[config.mk]
export PLATFORM = sky130hd
export DESIGN_NAME = serial_motion_command_parser
export DESIGN_NICKNAME = d
export VERILOG_FILES = /design/src/hdl/smcp_pkg.sv /design/src/hdl/serial_motion_command_parser.sv /design/src/hdl/smcp_ctrl.sv /design/src/hdl/smcp_dp.sv
export SDC_FILE = /design/constraint.sdc
export NUM_CORES = 1
export LEC_CHECK = 0
export ABC_CLOCK_PERIOD_IN_PS = 12600
export BUFFER_PORTS_ARGS = -buffer_cell sky130_fd_sc_hd__buf_2
export CORE_ASPECT_RATIO = 0.5
export CORE_MARGIN = 3
export CORE_UTILIZATION = 40
export CTS_CLUSTER_SIZE = 30
export DETAILED_ROUTE_END_ITERATION = 16
export GPL_ROUTABILITY_DRIVEN = 1
export PLACE_DENSITY = 0.56
export REMOVE_ABC_BUFFERS = 1
export SLEW_MARGIN = 10
export SYNTH_ARGS = -nofsm -noshare
export SYNTH_HDL_FRONTEND = slang
export SYNTH_HIERARCHICAL = 1
export SYNTH_SLANG_ARGS = --single-unit
[constraint.sdc]
create_clock -name clk -period 12.6 [get_ports clk]
set_clock_uncertainty 0.05 [all_clocks]
set_input_delay 1.26 -clock clk [delete_from_list [all_inputs] [get_ports clk]]
set_output_delay 1.26 -clock clk [all_outputs]
set_load 0.02 [all_outputs]
[src/hdl/smcp_pkg.sv]
// Shared types and constants for the serial motion command parser.
// Holds command/status structs, result kind codes and character codes.
// No dependencies.
`default_nettype none

package smcp_pkg;

	localparam int CMD_LEN = 15;
	localparam int POS_W   = 4;

	localparam logic [POS_W-1:0] POS_LSIGN  = 4'd0;
	localparam logic [POS_W-1:0] POS_LSPD_LO = 4'd1;
	localparam logic [POS_W-1:0] POS_LSPD_HI = 4'd4;
	localparam logic [POS_W-1:0] POS_RSIGN  = 4'd5;
	localparam logic [POS_W-1:0] POS_RSPD_LO = 4'd6;
	localparam logic [POS_W-1:0] POS_RSPD_HI = 4'd9;
	localparam logic [POS_W-1:0] POS_STEP_LO = 4'd10;
	localparam logic [POS_W-1:0] POS_LAST   = 4'd14;

	localparam int SPD_W   = 15;
	localparam int TGT_W   = 18;
	localparam int SMAG_W  = 14;
	localparam int CNT_W   = 17;
	localparam int DATA_W  = 72;
	localparam int KIND_W  = 3;

	localparam logic [KIND_W-1:0] KIND_DISARM   = 3'd0;
	localparam logic [KIND_W-1:0] KIND_RESET    = 3'd1;
	localparam logic [KIND_W-1:0] KIND_MOVE     = 3'd2;
	localparam logic [KIND_W-1:0] KIND_INVALID  = 3'd3;
	localparam logic [KIND_W-1:0] KIND_OVERFLOW = 3'd4;

	localparam logic [7:0] CH_HASH  = 8'h23;
	localparam logic [7:0] CH_PLUS  = 8'h2B;
	localparam logic [7:0] CH_MINUS = 8'h2D;
	localparam logic [7:0] CH_D     = 8'h44;
	localparam logic [7:0] CH_R     = 8'h52;
	localparam logic [7:0] CH_ZERO  = 8'h30;
	localparam logic [7:0] CH_NINE  = 8'h39;

	typedef struct packed {
		logic             wr_en;
		logic             start;
		logic             rd_en;
		logic [POS_W-1:0] rd_pos;
		logic             load_out;
	} ctl_cmd_t;

	typedef struct packed {
		logic term_hit;
		logic ovf_hit;
		logic out_free;
	} dp_stat_t;

endpackage

`default_nettype wire

[src/hdl/serial_motion_command_parser.sv]
// Top level of the serial motion command parser: joins smcp_ctrl and smcp_dp; uses smcp_pkg.
// Sequence: after a terminating byte the 15 stored bytes are read one per cycle (ST_READ)
// and pass the read register (ST_DRAIN), then the result is loaded (ST_FINISH); an overflow
// byte goes straight to ST_FINISH. Throughput: one byte per cycle between commands; the input
// stalls from a terminating or overflow byte until its result is loaded (waits on m_tready).
// Reset clears the fill count, controller state and output valid; store contents stay undefined.
`default_nettype none

module serial_motion_command_parser #(
	parameter int BUFFER_DEPTH = 64
) (
	input  wire         clk,
	input  wire         arst_n,
	input  wire         s_tvalid,
	output logic        s_tready,
	input  wire  [7:0]  s_tdata,   // [7:0] rx_byte
	output logic        m_tvalid,
	input  wire         m_tready,
	output logic [71:0] m_tdata,   // [14:0] left_speed, [29:15] right_speed,
	                               // [47:30] left_target, [65:48] right_target,
	                               // [71:66] zero
	output logic [2:0]  m_tuser    // [2:0] cmd_kind
);

	smcp_pkg::ctl_cmd_t cmd;
	smcp_pkg::dp_stat_t stat;

	smcp_ctrl u_ctrl (
		.clk      (clk),
		.arst_n   (arst_n),
		.s_tvalid (s_tvalid),
		.s_tready (s_tready),
		.stat     (stat),
		.cmd      (cmd)
	);

	smcp_dp #(
		.BUFFER_DEPTH (BUFFER_DEPTH)
	) u_dp (
		.clk      (clk),
		.arst_n   (arst_n),
		.rx_byte  (s_tdata),
		.cmd      (cmd),
		.stat     (stat),
		.m_tvalid (m_tvalid),
		.m_tready (m_tready),
		.m_tdata  (m_tdata),
		.m_tuser  (m_tuser)
	);

	a_load_free: assert property (@(posedge clk) disable iff (!arst_n)
		cmd.load_out |-> (!m_tvalid || m_tready))
		else $error("result loaded over a pending request");

	a_term_busy: assert property (@(posedge clk) disable iff (!arst_n)
		cmd.start |=> !s_tready)
		else $error("input taken while a command is parsed");

	a_read_busy: assert property (@(posedge clk) disable iff (!arst_n)
		cmd.rd_en |-> !cmd.wr_en)
		else $error("store written during read-out");

	a_zero_data: assert property (@(posedge clk) disable iff (!arst_n)
		(m_tvalid && (m_tuser != smcp_pkg::KIND_MOVE)) |-> (m_tdata == '0))
		else $error("nonzero payload on a non-move result");

endmodule

`default_nettype wire

[src/hdl/smcp_ctrl.sv]
// Controller state machine for the serial motion command parser.
// Sequences byte intake, line read-out and result loading; uses smcp_pkg.
`default_nettype none

module smcp_ctrl (
	input  wire                  clk,
	input  wire                  arst_n,
	input  wire                  s_tvalid,
	output logic                 s_tready,
	input  smcp_pkg::dp_stat_t   stat,
	output smcp_pkg::ctl_cmd_t   cmd
);

	typedef enum logic [1:0] {
		ST_IDLE,
		ST_READ,
		ST_DRAIN,
		ST_FINISH
	} state_t;

	state_t                     state_q;
	logic [smcp_pkg::POS_W-1:0] pos_q;

	always_comb begin
		s_tready     = (state_q == ST_IDLE);
		cmd.wr_en    = s_tvalid && (state_q == ST_IDLE);
		cmd.start    = cmd.wr_en && stat.term_hit;
		cmd.rd_en    = (state_q == ST_READ);
		cmd.rd_pos   = pos_q;
		cmd.load_out = (state_q == ST_FINISH) && stat.out_free;
	end

	always_ff @(posedge clk or negedge arst_n) begin
		if (!arst_n) begin
			state_q <= ST_IDLE;
			pos_q   <= '0;
		end else begin
			case (state_q)
				ST_IDLE: begin
					pos_q <= '0;
					if (cmd.wr_en && stat.term_hit) begin
						state_q <= ST_READ;
					end else if (cmd.wr_en && stat.ovf_hit) begin
						state_q <= ST_FINISH;
					end
				end
				ST_READ: begin
					if (pos_q == smcp_pkg::POS_LAST) begin
						state_q <= ST_DRAIN;
					end else begin
						pos_q <= pos_q + 1'b1;
					end
				end
				ST_DRAIN: begin
					state_q <= ST_FINISH;
				end
				ST_FINISH: begin
					if (stat.out_free) begin
						state_q <= ST_IDLE;
					end
				end
				default: begin
					state_q <= ST_IDLE;
				end
			endcase
		end
	end

endmodule

`default_nettype wire

[src/hdl/smcp_dp.sv]
// Datapath for the serial motion command parser: line store, fill count,
// digit accumulators and the output register. Uses smcp_pkg.
`default_nettype none

module smcp_dp #(
	parameter int BUFFER_DEPTH = 64
) (
	input  wire                              clk,
	input  wire                              arst_n,
	input  wire  [7:0]                       rx_byte,
	input  smcp_pkg::ctl_cmd_t               cmd,
	output smcp_pkg::dp_stat_t               stat,
	output logic                             m_tvalid,
	input  wire                              m_tready,
	output logic [smcp_pkg::DATA_W-1:0]      m_tdata,
	output logic [smcp_pkg::KIND_W-1:0]      m_tuser
);

	localparam int AW = $clog2(BUFFER_DEPTH);
	localparam int POS_W = smcp_pkg::POS_W;
	localparam int SMAG_W = smcp_pkg::SMAG_W;
	localparam int CNT_W = smcp_pkg::CNT_W;
	localparam int SPD_W = smcp_pkg::SPD_W;
	localparam int TGT_W = smcp_pkg::TGT_W;

	logic [7:0]        line_store [BUFFER_DEPTH];
	logic [AW-1:0]     fill_q;
	logic              prev_hash_q;
	logic [AW:0]       len_q;
	logic              pend_ovf_q;

	logic [7:0]        rd_data_s1;
	logic              vld_s1;
	logic [POS_W-1:0]  pos_s1;

	logic              ended_q;
	logic [7:0]        b0_q;
	logic [7:0]        b5_q;
	logic              lrun_q, rrun_q, srun_q;
	logic [SMAG_W-1:0] lmag_q, rmag_q;
	logic [CNT_W-1:0]  steps_q;

	logic              m_tvalid_q;
	logic [smcp_pkg::DATA_W-1:0] m_tdata_q;
	logic [smcp_pkg::KIND_W-1:0] m_tuser_q;

	logic [7:0]        eff;
	logic              is_dig;
	logic [3:0]        dig;
	logic              in_lspd, in_rspd, in_step;

	logic [smcp_pkg::KIND_W-1:0] res_kind;
	logic              sign_ok;
	logic              lneg, rneg;
	logic signed [SPD_W-1:0] ls, rs;
	logic signed [TGT_W-1:0] lt, rt;

	assign stat.term_hit = (fill_q != '0) && prev_hash_q;
	assign stat.ovf_hit  = (fill_q == AW'(BUFFER_DEPTH - 1)) && !stat.term_hit;
	assign stat.out_free = !m_tvalid_q || m_tready;

	always_ff @(posedge clk) begin
		if (cmd.wr_en) begin
			line_store[fill_q] <= rx_byte;
		end
		rd_data_s1 <= line_store[{{(AW-POS_W){1'b0}}, cmd.rd_pos}];
		pos_s1     <= cmd.rd_pos;
	end

	always_ff @(posedge clk or negedge arst_n) begin
		if (!arst_n) begin
			fill_q      <= '0;
			prev_hash_q <= 1'b0;
			vld_s1      <= 1'b0;
			pend_ovf_q  <= 1'b0;
		end else begin
			vld_s1 <= cmd.rd_en;
			if (cmd.wr_en) begin
				prev_hash_q <= (rx_byte == smcp_pkg::CH_HASH);
				if (stat.term_hit || stat.ovf_hit) begin
					fill_q <= '0;
				end else begin
					fill_q <= fill_q + 1'b1;
				end
			end
			if (cmd.start) begin
				pend_ovf_q <= 1'b0;
			end else if (cmd.wr_en && stat.ovf_hit) begin
				pend_ovf_q <= 1'b1;
			end
		end
	end

	always_comb begin
		eff = rd_data_s1;
		if (ended_q || ({{(AW+1-POS_W){1'b0}}, pos_s1} >= len_q)) begin
			eff = 8'h00;
		end
		is_dig  = (eff >= smcp_pkg::CH_ZERO) && (eff <= smcp_pkg::CH_NINE);
		dig     = eff[3:0];
		in_lspd = (pos_s1 >= smcp_pkg::POS_LSPD_LO) && (pos_s1 <= smcp_pkg::POS_LSPD_HI);
		in_rspd = (pos_s1 >= smcp_pkg::POS_RSPD_LO) && (pos_s1 <= smcp_pkg::POS_RSPD_HI);
		in_step = (pos_s1 >= smcp_pkg::POS_STEP_LO);
	end

	always_ff @(posedge clk) begin
		if (cmd.start) begin
			len_q   <= {1'b0, fill_q} + 1'b1;
			ended_q <= 1'b0;
			lrun_q  <= 1'b1;
			rrun_q  <= 1'b1;
			srun_q  <= 1'b1;
			lmag_q  <= '0;
			rmag_q  <= '0;
			steps_q <= '0;
			b0_q    <= 8'h00;
			b5_q    <= 8'h00;
		end else if (vld_s1) begin
			if (eff == 8'h00) begin
				ended_q <= 1'b1;
			end
			if (pos_s1 == smcp_pkg::POS_LSIGN) begin
				b0_q <= eff;
			end
			if (pos_s1 == smcp_pkg::POS_RSIGN) begin
				b5_q <= eff;
			end
			if (in_lspd) begin
				if (lrun_q && is_dig) begin
					lmag_q <= (lmag_q << 3) + (lmag_q << 1) + SMAG_W'(dig);
				end else begin
					lrun_q <= 1'b0;
				end
			end
			if (in_rspd) begin
				if (rrun_q && is_dig) begin
					rmag_q <= (rmag_q << 3) + (rmag_q << 1) + SMAG_W'(dig);
				end else begin
					rrun_q <= 1'b0;
				end
			end
			if (in_step) begin
				if (srun_q && is_dig) begin
					steps_q <= (steps_q << 3) + (steps_q << 1) + CNT_W'(dig);
				end else begin
					srun_q <= 1'b0;
				end
			end
		end
	end

	always_comb begin
		sign_ok = ((b0_q == smcp_pkg::CH_PLUS) || (b0_q == smcp_pkg::CH_MINUS))
			&& ((b5_q == smcp_pkg::CH_PLUS) || (b5_q == smcp_pkg::CH_MINUS));
		if (pend_ovf_q) begin
			res_kind = smcp_pkg::KIND_OVERFLOW;
		end else if (b0_q == smcp_pkg::CH_D) begin
			res_kind = smcp_pkg::KIND_DISARM;
		end else if (b0_q == smcp_pkg::CH_R) begin
			res_kind = smcp_pkg::KIND_RESET;
		end else if (!sign_ok) begin
			res_kind = smcp_pkg::KIND_INVALID;
		end else begin
			res_kind = smcp_pkg::KIND_MOVE;
		end
		lneg = (b0_q == smcp_pkg::CH_MINUS) && (lmag_q != '0);
		rneg = (b5_q == smcp_pkg::CH_PLUS) && (rmag_q != '0);
		ls = lneg ? -$signed({1'b0, lmag_q}) : $signed({1'b0, lmag_q});
		rs = rneg ? -$signed({1'b0, rmag_q}) : $signed({1'b0, rmag_q});
		lt = lneg ? -$signed({1'b0, steps_q}) : $signed({1'b0, steps_q});
		rt = rneg ? -$signed({1'b0, steps_q}) : $signed({1'b0, steps_q});
	end

	always_ff @(posedge clk or negedge arst_n) begin
		if (!arst_n) begin
			m_tvalid_q <= 1'b0;
		end else if (cmd.load_out) begin
			m_tvalid_q <= 1'b1;
		end else if (m_tready) begin
			m_tvalid_q <= 1'b0;
		end
	end

	always_ff @(posedge clk) begin
		if (cmd.load_out) begin
			m_tuser_q <= res_kind;
			if (res_kind == smcp_pkg::KIND_MOVE) begin
				m_tdata_q <= {6'b0, rt, lt, rs, ls};
			end else begin
				m_tdata_q <= '0;
			end
		end
	end

	assign m_tvalid = m_tvalid_q;
	assign m_tdata  = m_tdata_q;
	assign m_tuser  = m_tuser_q;

endmodule

`default_nettype wire

---- After elaboration in Yosys (flattened, before gate mapping) ----
Memory sizes are Yosys's and may differ from the RTL's. A register that Yosys moved wholly into a read port is not among the register bits.
Index checks and enable logic that the tools add are counted.
operators by class
  add/subtract/negate cells ............... 12
  magnitude comparators ................... 8
  equal/unequal tests ..................... 18
  muxes and demuxes ....................... 23
  bitwise logic cells ..................... 3
  reductions and logical operators ........ 44
operators by type and width
  kind                                                                              count
  8-bit by 6-bit equality test with 1-bit output, second input constant             5
  17-bit two-way mux                                                                2
  14-bit negation with 15-bit output                                                2
  14-bit adder                                                                      2
  14-bit by 4-bit adder with 14-bit output                                          2
  14-bit two-way mux                                                                2
  14-bit nonzero test                                                               2
  3-bit AND reduction                                                               7
  17-bit negation with 18-bit output                                                1
  17-bit adder                                                                      1
  17-bit by 4-bit adder with 17-bit output                                          1
  8-bit by 7-bit equality test with 1-bit output, second input constant             2
  1-bit logical AND                                                                 15
  2-bit AND reduction                                                               6
  3-bit two-way mux                                                                 3
  8-bit by 6-bit >= comparator with 1-bit output, second input constant             1
  8-bit by 6-bit less-or-equal comparator with 1-bit output, second input constant  1
  8-bit logical NOT                                                                 1
  2-bit two-way mux                                                                 4
  8-bit two-way mux                                                                 1
  2-bit one-hot mux with 4 select lines                                             1
  4-bit one-hot mux with 2 select lines                                             1
  6-bit by 1-bit adder with 7-bit output, second input constant                     1
  4-bit by 7-bit >= comparator with 1-bit output                                    1
  other kinds (26)                                                                  43
word-level totals
  bits in registers ....................... 167
  memory bits (writable) .................. 512
  input bits .............................. 12
  output and inout bits ................... 77
  memories ................................ 1
memories
  name             words  bits a word  read ports  clocked after memory_dff  write ports  RTL line       RTL
  u_dp.line_store  64     8            1           1                         1            smcp_dp.sv:26  logic [7:0] line_store [BUFFER_DEPTH];

---- Logic depth before layout (Yosys ltp) ----
  word-level depth ........................ 9
  depth in mapped cells ................... 15
  mapped depth without buffers ............ 14

---- Hierarchy ----
The synthesis kept the hierarchy.
by module, submodules not included
  module     times used  cells an instance  area an instance (µm²)
  smcp_dp    1           1225               14523.9
  smcp_ctrl  1           42                 407.9

---- Worst setup path after synthesis ----
No wires, ideal clock.
  path kind ............................... reg-to-reg
  from .................................... register u_dp.len_q[2]
  to ...................................... register u_dp.steps_q[14]
  setup time .............................. 0.122 ns
  arrival time ............................ 4.118 ns
  slack ................................... 8.310 ns
  stages on the path, launching flop included .. 16
  cells stage by stage .................... edfxtp_1 -> inv_1 -> ha_1 -> a21oi_1 -> o21ai_1 -> a221oi_1 -> clkbuf_1 -> nand2_1 -> fa_1 -> inv_1 -> fa_1 -> a211o_1 -> a21o_1 -> a41oi_1 -> o21ai_0 -> a311o_1
between the ends
  cells in the longest elaborated chain, start to end .. 7
  elaborated cells between the ends (all ways) .. 9
RTL lines
  item                                                                                                                         RTL line        RTL
  start, declared                                                                                                              smcp_dp.sv:29   logic [AW:0] len_q;
  start signal, assigned                                                                                                       smcp_dp.sv:108  len_q <= {1'b0, fill_q} + 1'b1;
  4-bit by 7-bit >= comparator with 1-bit output (*)                                                                           smcp_dp.sv:96   if (ended_q || ({{(AW+1-POS_W){1'b0}}, pos_s1} >= len_q)) begin
  1-bit logical OR (*)                                                                                                         smcp_dp.sv:96
  8-bit two-way mux (*)                                                                                                        smcp_dp.sv:96
  8-bit by 6-bit >= comparator with 1-bit output or 8-bit by 6-bit less-or-equal comparator with 1-bit output (tied branches)  smcp_dp.sv:99   is_dig = (eff >= smcp_pkg::CH_ZERO) && (eff <= smcp_pkg::CH_NINE);
  1-bit logical AND                                                                                                            smcp_dp.sv:99
  1-bit logical AND                                                                                                            smcp_dp.sv:143  if (srun_q && is_dig) begin
  3-bit AND reduction (no source line)                                                                                         --
  end signal, assigned                                                                                                         smcp_dp.sv:144  steps_q <= (steps_q << 3) + (steps_q << 1) + CNT_W'(dig);
  end, declared                                                                                                                smcp_dp.sv:41   logic [CNT_W-1:0] steps_q;
Mark *: on every way between the ends. The rest lies on a longest branch, timed or not.
A chain may end at the register's enable or synchronous reset.

---- Worst setup path in the final report ----
  from .................................... register u_dp.pos_s1[2]
  to ...................................... register u_dp.steps_q[14]
between the ends
  cells in the longest elaborated chain, start to end .. 7
  elaborated cells between the ends (all ways) .. 10
RTL lines
  item                                                                                                                         RTL line        RTL
  start, declared                                                                                                              smcp_dp.sv:34   logic [POS_W-1:0] pos_s1;
  start signal, assigned                                                                                                       smcp_dp.sv:67   pos_s1 <= cmd.rd_pos;
  4-bit by 7-bit >= comparator with 1-bit output                                                                               smcp_dp.sv:96
  1-bit logical OR                                                                                                             smcp_dp.sv:96
  8-bit two-way mux                                                                                                            smcp_dp.sv:96
  8-bit by 6-bit >= comparator with 1-bit output or 8-bit by 6-bit less-or-equal comparator with 1-bit output (tied branches)  smcp_dp.sv:99
  1-bit logical AND                                                                                                            smcp_dp.sv:99
  1-bit logical AND                                                                                                            smcp_dp.sv:143
  3-bit AND reduction (no source line)                                                                                         --
Several ways; a longest one is shown, not always the timed one.

==> impl_metrics.toml <==
[status]
status = "finished clean"

[clock_network]
clkLatencyLatePin_ns = 0.57
htree_num_levels = 1
clock_sinks = 296
post_cts_buffers = 0
clockBufferDepth = 3
root_buffer = "clkbuf_16"
numCtsBuffers = 28
clk_pin_slew_ns = 0.06
cts_tree = "yes"
ctsHoldBuffers = 0
cts.repair.resized = 0

[power_and_ir_drop]
p_switching_mw = 1.50
fin_total_pwr_mw = 3.92
pwr-share-clk_pct = 22.6
sequentialPowerShare_pct = 38.7
intPower_mw = 2.42
combinationalPowerShare_pct = 38.7
p_leak_nw = 6.29
p_per_area_nw_per_um2 = 234
sw_frac_of_total_pct = 38.2
ir_drop_mv = 0.108

[placed_design]
preCtsSetupSlack_ns = 8.07
place_area_um2 = 15800
hpwl_um = 22600
port-buffer-count = 82
gp_congestion = 0.815

[sta]
relSlewSlack_pct = 26.2
rsz0062_at_grt = "false"
fin_crit_ns = 4.56
tightest_slew_ns = 1.11
fin_tns_setup_ns = 0
drv_slew = 0
finalHoldViolCount = 0
clock.fmax_mhz = 219
setup_viol = 0
timing.final.crit_share_pct = 36.2
final.setup.worst_slack_ns = 8.04

[layout]
antennaDiodeCount = 0
final_common_cell = "edfxtp_1"
final_cell_mix = "203 x edfxtp_1, 93 x nor2_1, 92 x a21oi_1"
final_layout_size_suffix_gt1_share_pct = 15.1
design_area_um2 = 16800
fin_nets = 1443
syn2layout_area_growth_pct = 12.3

[floorplan]
initial_core_util_pct = 41.1
dieArea_um2 = 39800
ios = 89
core.rowCount = 49
coreArea_um2 = 36400
die_x_um = 279
die_h_um = 143

[worst_setup_path]
worst_setup_path_end_kind = "register"
crit_family = "compound AO/OA/AOI/OAI gates"
arrival_ns = 4.96
criticalPathCategory = "register to register"
cp_cell_sequence = "ha_1 > a21oi_1 > o21ai_1 > a221oi_2 > buf_4 > nand2_1 > fa_1 > inv_1 > fa_1 > a211o_1 > a21o_1 > a41oi_1 > o21ai_0 > a311o_1"
startpoint_type = "register"
critPathRequiredTime_ns = 13.00
crit_top_cell = "fa_1"
cpMaxStageDelayCell = "fa_1"
crit_path_max_incr_delay_ns = 0.55
critPathBufInv = 2
cp_max_fo = 23

[route]
first_iter_violations = 659
via_count = 10300
wire_per_inst_um = 18.2
first_pass_iters = 5
viasPerCell = 5.56
route.detailed.drc = 0
routed_wl_um = 33500
ant_nets = 0

[grt]
grt_pass1_vias = 10100
grt_pass1_wl_um = 55000
grt_max_degree = 67
grt-ovfl-total = 0
antenna_found_initial = 0
grt_usage_pct = 17.1

[synthesis]
syn_area_um2 = 14900
synthDistinctLibCells = 75
synthCells = 1267
ys_seq_area_share_pct = 53.8
synth-edff-count = 203
ys_ff_latch = 296
syn_area_per_cell_um2 = 11.8
ys.flop_type = "edfxtp_1"
synthArstFlopShare_pct = 5.41
yosys_warnings = 6

[hold_path]
hp-class = "register to register"

[flow_run]
maxCapViolations = 0
flip-flops by register name, indices dropped and copies added, names as in the netlist, 8 cells and up:
signal and count:
u_dp/steps_q 17, u_dp/m_tdata 65, u_dp/line_store 128, u_dp/rmag_q 14
u_dp/b0_q 8, u_dp/rd_data_s1 8, u_dp/b5_q 8, u_dp/lmag_q 14
layout make-up:
class | count | area (um2)
inverter | 42 | 158
timing repair buffer | 99 | 538
fill | 3324 | 19600
clock buffer | 38 | 779
multi-input combinational | 871 | 6470
tap | 484 | 606
clock inverter | 14 | 181
sequential | 296 | 8040
path summary, 6_finish.rpt:
check                                               start                       endpoint  depth (start not counted)  slack, ns
worst max register to register     u_dp/pos_s1[2]$_DFF_P_  u_dp/steps_q[14]$_SDFFE_PP0P_                         14       8.04
min in group asynchronous                          arst_n  u_ctrl/state_q[1]$_DFFE_PN0P_                          1       0.57
max in group asynchronous                          arst_n    u_ctrl/pos_q[0]$_DFFE_PN0P_                          1      11.64
worst min-delay path            u_dp/b5_q[5]$_SDFFE_PP0P_      u_dp/b5_q[5]$_SDFFE_PP0P_                          2       0.40
worst max-delay path               u_dp/pos_s1[2]$_DFF_P_  u_dp/steps_q[14]$_SDFFE_PP0P_                         14       8.04
worst min register to register  u_dp/b5_q[5]$_SDFFE_PP0P_      u_dp/b5_q[5]$_SDFFE_PP0P_                          2       0.40
routing by layer:
metal,vias up,part of all wire [%],global-route usage (%)
met5,-,0,0
met4,0,1.4,3.01
met2,212,48,29.7
li1,4940,-,-
met3,27,4.3,2.89
met1,5071,46,22.9
cell usage after synthesis (10+ instances only):
cell,instances,area [um2]
nor3_1,27,135
dfxtp_1,77,1540
o21ai_0,65,325
a21oi_1,92,460
clkbuf_1,37,139
a31oi_1,16,100
inv_1,42,158
a21o_1,16,120
o211ai_1,12,90.1
nand2_1,79,297
a211o_1,11,96.3
nor2b_1,19,119
dfrtp_1,16,400
nand3_1,46,230
nand2b_1,14,87.6
ha_1,87,1090
edfxtp_1,203,6100
a211oi_1,17,128
or3_1,47,294
nor2_1,93,349
nor4_1,11,68.8
mux4_2,40,901
buf_2,10,50.1
xnor2_1,32,280
cell families (layout without fill, tap and decap cells):
family,after synthesis,in the layout,synth area share (%)
adder cells (fa/ha/maj),93,93,8.09
AO/OA/AOI/OAI,282,282,11.8
buffers and inverters,105,193,3.10
other,1,6,0.0251
XOR/XNOR,40,40,2.35
multiplexers,49,49,6.68
AND/OR/NAND/NOR,401,401,14.1
flip-flops,296,296,53.8
through the flow:
| step | util (%) | hold slack (ns) | std cells |
|---|---|---|---|
| after floorplan | - | 0.381 | 1209 |
| after global placement | 43.5 | 0.394 | 1792 |
| after detailed placement | 43.5 | 0.394 | 1792 |
| after CTS | 46.1 | 0.403 | 1844 |
| after global routing | 46.1 | 0.416 | 1844 |
| final | 46.1 | 0.398 | 1844 |
power groups by stage:
stage / registers [mW] / clock network (mW) / logic, mW
after CTS: 1.52 / 0.911 / 1.52
after global placement: 1.53 / 0 / 1.48
after detailed placement: 1.54 / 0 / 1.52
after floorplan: 1.57 / 0 / 1.06
after global routing: 1.56 / 0.947 / 1.72
final: 1.52 / 0.886 / 1.51
worst register-to-register path: stages (launching register included):
cell and delay (ns):
dfxtp_1 0.42, ha_1 0.29, a21oi_1 0.16, o21ai_1 0.26
a221oi_2 0.29, buf_4 0.29, nand2_1 0.20, fa_1 0.55
inv_1 0.07, fa_1 0.48, a211o_1 0.36, a21o_1 0.21
a41oi_1 0.35, o21ai_0 0.16, a311o_1 0.34
Power figures use the tool's default switching activity.
